**config.mk**
```make
export PLATFORM = sky130hd
export DESIGN_NAME = fixed_chunk_free_list_allocator
export DESIGN_NICKNAME = d
export VERILOG_FILES = /design/src/rtl/core/fcfl_pkg.sv /design/src/rtl/core/fcfl_link_mem.sv /design/src/rtl/core/fcfl_cfg_regs.sv /design/src/rtl/core/fixed_chunk_free_list_allocator.sv
export SDC_FILE = /design/constraint.sdc
export NUM_CORES = 2
export LEC_CHECK = 0
export BUFFER_PORTS_ARGS = -buffer_cell sky130_fd_sc_hd__buf_2
export CAP_MARGIN = 15
export CORE_MARGIN = 1.5
export CORE_UTILIZATION = 30
export CTS_CLUSTER_SIZE = 16
export DETAILED_ROUTE_END_ITERATION = 6
export SYNTH_ARGS = -nofsm -noshare
export SYNTH_HDL_FRONTEND = slang
export SYNTH_HIERARCHICAL = 1
export SYNTH_SLANG_ARGS = --single-unit
```
**constraint.sdc**
```tcl
create_clock -name clk -period 11.6 [get_ports clk]
set_input_delay 1.74 -clock clk [delete_from_list [all_inputs] [get_ports clk]]
set_output_delay 1.74 -clock clk [all_outputs]
set_load 0.01 [all_outputs]
```
**src/rtl/core/fcfl_pkg.sv**
```systemverilog
// ----------------------------------------------------------------------------
// fcfl_pkg
// Shared types and constants of the fixed chunk free list allocator.
// ----------------------------------------------------------------------------
package fcfl_pkg;

    localparam int COUNT_W  = 9;
    localparam int SIZE_W   = 16;
    localparam int INDEX_W  = 8;
    localparam int OFFSET_W = 24;
    localparam int STATUS_W = 2;
    localparam int CFG_IDX_W = 2;
    localparam int CFG_DATA_W = 16;

    typedef enum logic
    {
        CMD_ALLOC = 1'b0,
        CMD_FREE  = 1'b1
    } cmd_t;

    typedef enum logic [STATUS_W-1:0]
    {
        ST_OK        = 2'd0,
        ST_EMPTY     = 2'd1,
        ST_BAD_INDEX = 2'd2
    } status_t;

    localparam logic [CFG_IDX_W-1:0] CFG_CHUNK_COUNT = 2'd0;
    localparam logic [CFG_IDX_W-1:0] CFG_CHUNK_SIZE  = 2'd1;

    localparam logic [COUNT_W-1:0] RST_CHUNK_COUNT = 9'd256;
    localparam logic [SIZE_W-1:0]  RST_CHUNK_SIZE  = 16'd4;

    typedef struct packed
    {
        logic [COUNT_W-1:0] chunk_count;
        logic [SIZE_W-1:0]  chunk_size;
    } cfg_t;

endpackage

```
**src/rtl/core/fcfl_link_mem.sv**
```systemverilog
// ----------------------------------------------------------------------------
// fcfl_link_mem
// Link store of the free list: one write port, one registered read port.
// ----------------------------------------------------------------------------
module fcfl_link_mem #(
    parameter int DEPTH  = 256,
    parameter int ADDR_W = 8,
    parameter int DATA_W = 9
) (
    input  logic              clk,
    input  logic              wr_en,
    input  logic [ADDR_W-1:0] wr_addr,
    input  logic [DATA_W-1:0] wr_data,
    input  logic              rd_en,
    input  logic [ADDR_W-1:0] rd_addr,
    output logic [DATA_W-1:0] rd_data
);

    logic [DATA_W-1:0] mem [0:DEPTH-1];
    logic [DATA_W-1:0] rd_data_reg;

    always_ff @(posedge clk)
    begin
        if (wr_en)
        begin
            mem[wr_addr] <= wr_data;
        end
    end

    always_ff @(posedge clk)
    begin
        if (rd_en)
        begin
            rd_data_reg <= mem[rd_addr];
        end
    end

    assign rd_data = rd_data_reg;

endmodule

```
**src/rtl/core/fcfl_cfg_regs.sv**
```systemverilog
// ----------------------------------------------------------------------------
// fcfl_cfg_regs
// Configuration registers: chunk count and chunk size.
// ----------------------------------------------------------------------------
module fcfl_cfg_regs
    import fcfl_pkg::*;
(
    input  logic                  clk,
    input  logic                  rst_n,
    input  logic                  wr_valid,
    input  logic [CFG_IDX_W-1:0]  wr_index,
    input  logic [CFG_DATA_W-1:0] wr_data,
    output cfg_t                  cfg
);

    logic [COUNT_W-1:0] chunk_count_reg;
    logic [COUNT_W-1:0] chunk_count_next;
    logic [SIZE_W-1:0]  chunk_size_reg;
    logic [SIZE_W-1:0]  chunk_size_next;

    always_comb
    begin
        chunk_count_next = chunk_count_reg;
        chunk_size_next  = chunk_size_reg;
        if (wr_valid)
        begin
            case (wr_index)
                CFG_CHUNK_COUNT: chunk_count_next = wr_data[COUNT_W-1:0];
                CFG_CHUNK_SIZE:  chunk_size_next  = wr_data[SIZE_W-1:0];
                default:         ;
            endcase
        end
    end

    always_ff @(posedge clk or negedge rst_n)
    begin
        if (!rst_n)
        begin
            chunk_count_reg <= RST_CHUNK_COUNT;
            chunk_size_reg  <= RST_CHUNK_SIZE;
        end
        else
        begin
            chunk_count_reg <= chunk_count_next;
            chunk_size_reg  <= chunk_size_next;
        end
    end

    assign cfg.chunk_count = chunk_count_reg;
    assign cfg.chunk_size  = chunk_size_reg;

endmodule

```
**src/rtl/core/fixed_chunk_free_list_allocator.sv**
```systemverilog
// ----------------------------------------------------------------------------
// fixed_chunk_free_list_allocator
// Pool of equal-size chunks handed out from a LIFO free list.
// ----------------------------------------------------------------------------
// Request channel (in_valid/in_stall): cmd selects allocate or free, and
// chunk_index names the chunk to free. One result beat follows every request
// on the response channel (out_valid/out_stall): status, granted_index and
// byte_offset = granted_index * chunk_size.
// Fresh chunks come from a counter; freed chunks are pushed on a linked list
// whose links sit in a one-port-read, one-port-write memory.
// The result is registered when the request is accepted.
// A free, an allocate from the counter and a failed request leave the block
// ready for the next request; an allocate from the list first passes through
// S_POP, as the new head comes from the registered read of the link memory.
// A new request is taken only once the response register is free or being
// drained, so a stalled receiver holds off the request side.
// Reset empties the list, clears the counter and loads chunk_count 256 and
// chunk_size 4. Configuration beats (cfg_valid/cfg_ready) are always taken;
// write them only while the block is idle.
// ----------------------------------------------------------------------------
module fixed_chunk_free_list_allocator
    import fcfl_pkg::*;
#(
    parameter int MAX_CHUNKS = 256
) (
    input  logic                  clk,
    input  logic                  rst_n,
    input  logic                  in_valid,
    output logic                  in_stall,
    input  logic                  cmd,
    input  logic [INDEX_W-1:0]    chunk_index,
    output logic                  out_valid,
    input  logic                  out_stall,
    output logic [STATUS_W-1:0]   status,
    output logic [INDEX_W-1:0]    granted_index,
    output logic [OFFSET_W-1:0]   byte_offset,
    input  logic                  cfg_valid,
    output logic                  cfg_ready,
    input  logic [CFG_IDX_W-1:0]  cfg_index,
    input  logic [CFG_DATA_W-1:0] cfg_data
);

    localparam int IDX_W  = $clog2(MAX_CHUNKS);
    localparam int LNK_W  = $clog2(MAX_CHUNKS + 1);
    localparam int CMP_W  = (LNK_W > COUNT_W) ? LNK_W : COUNT_W;
    localparam int PROD_W = LNK_W + SIZE_W;

    typedef enum logic
    {
        S_IDLE,
        S_POP
    } state_t;

    cfg_t cfg;

    state_t              state_reg;
    state_t              state_next;
    logic [LNK_W-1:0]    head_reg;
    logic [LNK_W-1:0]    head_next;
    logic [LNK_W-1:0]    fresh_reg;
    logic [LNK_W-1:0]    fresh_next;
    logic                out_valid_reg;
    logic                out_valid_next;
    status_t             status_reg;
    status_t             status_next;
    logic [INDEX_W-1:0]  granted_reg;
    logic [INDEX_W-1:0]  granted_next;
    logic [OFFSET_W-1:0] offset_reg;
    logic [OFFSET_W-1:0] offset_next;

    logic [CMP_W-1:0]  limit;
    logic [CMP_W-1:0]  idx_ext;
    logic [CMP_W-1:0]  fresh_ext;
    logic              head_valid;
    logic              out_free;
    logic              accept;
    logic [LNK_W-1:0]  granted;
    logic [PROD_W-1:0] product;

    logic              mem_we;
    logic [IDX_W-1:0]  mem_waddr;
    logic              mem_re;
    logic [LNK_W-1:0]  mem_rdata;

    fcfl_cfg_regs u_cfg (
        .clk      (clk),
        .rst_n    (rst_n),
        .wr_valid (cfg_valid),
        .wr_index (cfg_index),
        .wr_data  (cfg_data),
        .cfg      (cfg)
    );

    fcfl_link_mem #(
        .DEPTH  (MAX_CHUNKS),
        .ADDR_W (IDX_W),
        .DATA_W (LNK_W)
    ) u_link_mem (
        .clk     (clk),
        .wr_en   (mem_we),
        .wr_addr (mem_waddr),
        .wr_data (head_reg),
        .rd_en   (mem_re),
        .rd_addr (head_reg[IDX_W-1:0]),
        .rd_data (mem_rdata)
    );

    assign cfg_ready = 1'b1;

    assign limit = (CMP_W'(cfg.chunk_count) > CMP_W'(MAX_CHUNKS)) ?
                   CMP_W'(MAX_CHUNKS) : CMP_W'(cfg.chunk_count);
    assign idx_ext    = CMP_W'(chunk_index);
    assign fresh_ext  = CMP_W'(fresh_reg);
    assign head_valid = head_reg < LNK_W'(MAX_CHUNKS);

    assign out_free = !out_valid_reg || !out_stall;
    assign in_stall = (state_reg != S_IDLE) || !out_free;
    assign accept   = in_valid && !in_stall;
    assign mem_waddr = idx_ext[IDX_W-1:0];

    assign product = PROD_W'(granted) * PROD_W'(cfg.chunk_size);

    always_comb
    begin
        state_next     = state_reg;
        head_next      = head_reg;
        fresh_next     = fresh_reg;
        out_valid_next = out_valid_reg;
        status_next    = status_reg;
        granted_next   = granted_reg;
        offset_next    = offset_reg;
        granted        = '0;
        mem_we         = 1'b0;
        mem_re         = 1'b0;

        if (out_valid_reg && !out_stall)
        begin
            out_valid_next = 1'b0;
        end

        case (state_reg)
            S_IDLE:
            begin
                if (accept)
                begin
                    out_valid_next = 1'b1;
                    status_next    = ST_OK;
                    if (cmd == CMD_ALLOC)
                    begin
                        if (head_valid)
                        begin
                            granted    = head_reg;
                            mem_re     = 1'b1;
                            state_next = S_POP;
                        end
                        else if (fresh_ext < limit)
                        begin
                            granted    = fresh_reg;
                            fresh_next = fresh_reg + 1'b1;
                        end
                        else
                        begin
                            status_next = ST_EMPTY;
                        end
                    end
                    else
                    begin
                        if (idx_ext >= limit)
                        begin
                            status_next = ST_BAD_INDEX;
                        end
                        else
                        begin
                            mem_we    = 1'b1;
                            head_next = idx_ext[LNK_W-1:0];
                        end
                    end
                    granted_next = INDEX_W'(granted);
                    offset_next  = OFFSET_W'(product);
                end
            end
            S_POP:
            begin
                head_next  = mem_rdata;
                state_next = S_IDLE;
            end
            default:
            begin
                state_next = S_IDLE;
            end
        endcase
    end

    always_ff @(posedge clk or negedge rst_n)
    begin
        if (!rst_n)
        begin
            state_reg     <= S_IDLE;
            head_reg      <= LNK_W'(MAX_CHUNKS);
            fresh_reg     <= '0;
            out_valid_reg <= 1'b0;
            status_reg    <= ST_OK;
            granted_reg   <= '0;
            offset_reg    <= '0;
        end
        else
        begin
            state_reg     <= state_next;
            head_reg      <= head_next;
            fresh_reg     <= fresh_next;
            out_valid_reg <= out_valid_next;
            status_reg    <= status_next;
            granted_reg   <= granted_next;
            offset_reg    <= offset_next;
        end
    end

    assign out_valid     = out_valid_reg;
    assign status        = status_reg;
    assign granted_index = granted_reg;
    assign byte_offset   = offset_reg;

endmodule

```
==> impl_metrics.env <==
export IMPL_synth_mux_area_frac=0.1354
export IMPL_post_route_wl_microns=239500
export IMPL_worstSetupStartpoint="u_cfg/chunk_count_reg[8]$_DFFE_PN1P_"
export IMPL_crit_path_start_kind="register"
export IMPL_synth_compound_area_frac=0.04063
export IMPL_global_router_s_overall_resource_usage=0.1424
export IMPL_timing_final_hold_violations=0
export IMPL_post_route_cell_area_sq_um=110800
export IMPL_post_synth_num_cell_types=80
export IMPL_cts_setup_buffers=0
export IMPL_yosys_area_share_xor_xnor=0.002156
export IMPL_synth_sequential_area_ratio=0.7329
export IMPL_routed_via_density=5.076
export IMPL_synthDominantAreaCellType="edfxtp_1"
export IMPL_largest_register_ffs=2304
export IMPL_min_path_type="reg -> reg"
export IMPL_area_delta_synth_final_pct=13.66
export IMPL_htree_levels=5
export IMPL_p_leak_nw=35.36
export IMPL_setup_total_negative_slack_ns=0
export IMPL_grt_pass1_vias=49820
export IMPL_tritoncts_num_buffers=274
export IMPL_mostFrequentLayoutCells="edfxtp_1, mux4_2, nor2_1"
export IMPL_slew_limit_headroom=0.1103
export IMPL_place_hpwl_microns=146000
export IMPL_dr_total_vias=49650
export IMPL_run_status="finished, final reports clean"
export IMPL_critical_path_start_end_classification="reg -> reg"
export IMPL_detailed_place_area_sq_um=102600
export IMPL_worst_ep_arrival_time_ns=8.00
export IMPL_setup_viol=0
export IMPL_synth_edf_count=2313
export IMPL_design_core_area_sq_um=323700
export IMPL_global_route_overflow_total=0
export IMPL_utilization=0.3422
export IMPL_achievable_frequency_ghz=0.1401
export IMPL_place_port_buffers=67
export IMPL_clkLatencyLatePin_ns=0.93
export IMPL_timing_hold_worst_start="u_link_mem/rd_data[2]$_DFFE_PP_"
export IMPL_grt_pass1_wl_microns=348600
export IMPL_cap_viol_max_count=0
export IMPL_drc_errors=0
export IMPL_detail_route_iter0_violations=5716
export IMPL_die_h_microns=573.0
export IMPL_clock_skew_ns=0.05830
export IMPL_cts_tree="built"
export IMPL_die_w_microns=573.0
export IMPL_path_clk_slew_ns=0.06
export IMPL_hold_end="head_reg[2]$_DFFE_PN0P_"
export IMPL_cts_path_max_buffers=4
export IMPL_timing_max_transition_violations_final=0
export IMPL_place_congestion=0.8256
export IMPL_regToRegSetupSlack_ns=4.46
export IMPL_period_needed_ns=7.136
export IMPL_grt_antenna_before_repair=4
export IMPL_total_power_mw=26.47
export IMPL_starting_utilization_of_the_core_area=0.3011
export IMPL_max_rail_drop_vdd_v=0.0001792
export IMPL_core_rowCount=209
export IMPL_reg2reg_end="byte_offset[21]$_DFFE_PN0P_"
export IMPL_syn_area_per_cell_sq_um=19.14
export IMPL_worst_hold_depth=2
export IMPL_synth_simple_gate_area_frac=0.03838
export IMPL_synth_cell_area_sq_um=97480
export IMPL_boundaryPins=69
export IMPL_synthCells=5093
export IMPL_clkSinkCount=2392
export IMPL_cp_max_fo=18
export IMPL_endpoint_kind_of_the_worst_setup_timing_path="register"
export IMPL_asyncSetResetFlopFracSynth=0.03303
export IMPL_worst_ep_required_time_ns=12.47
export IMPL_synth_top_family_by_area="multiplexers"
export IMPL_synthesis_yosys_warnings=6
export IMPL_drt_antenna_violating_nets=0
export IMPL_grt_max_degree=148
export IMPL_post_synth_fa_ha_maj_area_fraction=0.02783
export IMPL_worst_slew_pin_transition_ns=1.322
export IMPL_post_cts_resized=0
export IMPL_power_density_nw_per_um2=238.9
export IMPL_synth_largest_type_area_fraction=0.7125
export IMPL_hold_buffers=0
export IMPL_post_synth_top_flop="edfxtp_1"
export IMPL_drt_pass1_iter_count=5
export IMPL_commonest_non_fill_non_tap_cell_in_the_layout="edfxtp_1"
export IMPL_mappedNetlistNets=5283
export IMPL_finish_net_count=5455
export IMPL_regToRegStartpoint="u_cfg/chunk_count_reg[8]$_DFFE_PN1P_"
export IMPL_post_place_ws_ns=3.745
export IMPL_synth_seq_cells=2392
export IMPL_root_buffer="clkbuf_16"
export IMPL_timing_final_ws_setup_ns=4.464
export IMPL_wl_per_cell_microns=24.48
export IMPL_synth_area_top_cells="edfxtp_1, mux4_2, fa_1"
export IMPL_rsz_0062_raised_after_global_routing="false"
export IMPL_layout_worst_path_cycle_share=0.6152
export IMPL_ff2ff_path_depth=24
export IMPL_die_area_sq_um=328400
export IMPL_fraction_of_layout_cells_with_a_size_suffix_above_1=0.2005
report_power, final:
part	total [mW]	internal, mW	switching (mW)
clock	7.97	4.66	3.32
sequential	11.2	10.8	0.336
combinational	7.33	2.55	4.78
metal layers:
metal,track usage,share of wire,vias up
met5,0,0,-
li1,-,-,20860
met4,0.03698,0.021,0
met3,0.02522,0.073,333
met2,0.2319,0.48,1896
met1,0.1965,0.42,26560
cells in the mapped netlist, drive strengths merged (14+ instances only):
cell type	instances
o21ai	70
o22ai	65
nor2	318
o221ai	36
nand2b	23
nor3	30
dfrtp	76
nor4	28
nor2b	34
a21oi	128
edfxtp	2313
mux2i	186
a22oi	174
and2	69
a21o	17
ha	60
fa	98
buf	157
and3	18
mux4	476
clkbuf	132
a211oi	27
nand2	171
xnor2	17
nand4	15
nand3	49
a31oi	14
inv	135
mux2	48
cell type report:
type	instances	area (sq um)
Antenna cell	1	2.502
Fill cell	30380	212900
Clock inverter	135	992.2
Sequential cell	2392	71470
Multi-Input combinational cell	2275	23900
Inverter	137	514.2
Tap cell	4325	5411
Timing Repair Buffer	185	1319
Clock buffer	332	7181
worst max-delay path: stages, from the launching register on:
cell,delay [ns]
dfstp_2,0.57
clkinv_1,0.28
nand2_1,0.20
ha_1,0.26
a21oi_1,0.14
o21ai_0,0.19
a21oi_4,0.32
and3_1,0.64
and2_1,0.30
nand2_1,0.10
fa_1,0.47
fa_1,0.50
inv_1,0.05
fa_1,0.48
inv_1,0.06
fa_1,0.47
inv_1,0.04
ha_1,0.34
a21o_1,0.20
a31oi_1,0.21
a21o_1,0.18
a21oi_1,0.15
a22o_1,0.32
or4_1,0.49
nand3_1,0.10
metrics by stage:
stage	hold WS, ns	std cells
6_report	0.4370	9782
3_3_place_gp	0.4455	9308
4_1_cts	0.4537	9777
3_5_place_dp	0.4479	9310
5_1_grt	0.4717	9782
2_1_floorplan	0.4330	5093
logic make-up (layout without fill, tap and decap cells):
group           count (synthesis)  after routing
flops                        2392           2392
buf+inv                       426            789
mux                           710            710
fa+ha+maj                     158            158
compound gates                589            589
xor+xnor                       24             24
simple gates                  793            793
other cells                     1              2
how the worst max path moves through the flow:
stage                                             end  cells after the start  slack [ns]
final                     byte_offset[21]$_DFFE_PN0P_                     24        4.46
after global routing      byte_offset[21]$_DFFE_PN0P_                     24        4.11
after CTS                 byte_offset[21]$_DFFE_PN0P_                     24        4.50
after detailed placement  byte_offset[21]$_DFFE_PN0P_                     23        3.75
after global placement    byte_offset[21]$_DFFE_PN0P_                     23        3.73
after floorplan           byte_offset[21]$_DFFE_PN0P_                     20        3.45
Note: power is estimated with default switching activity, not from simulation.
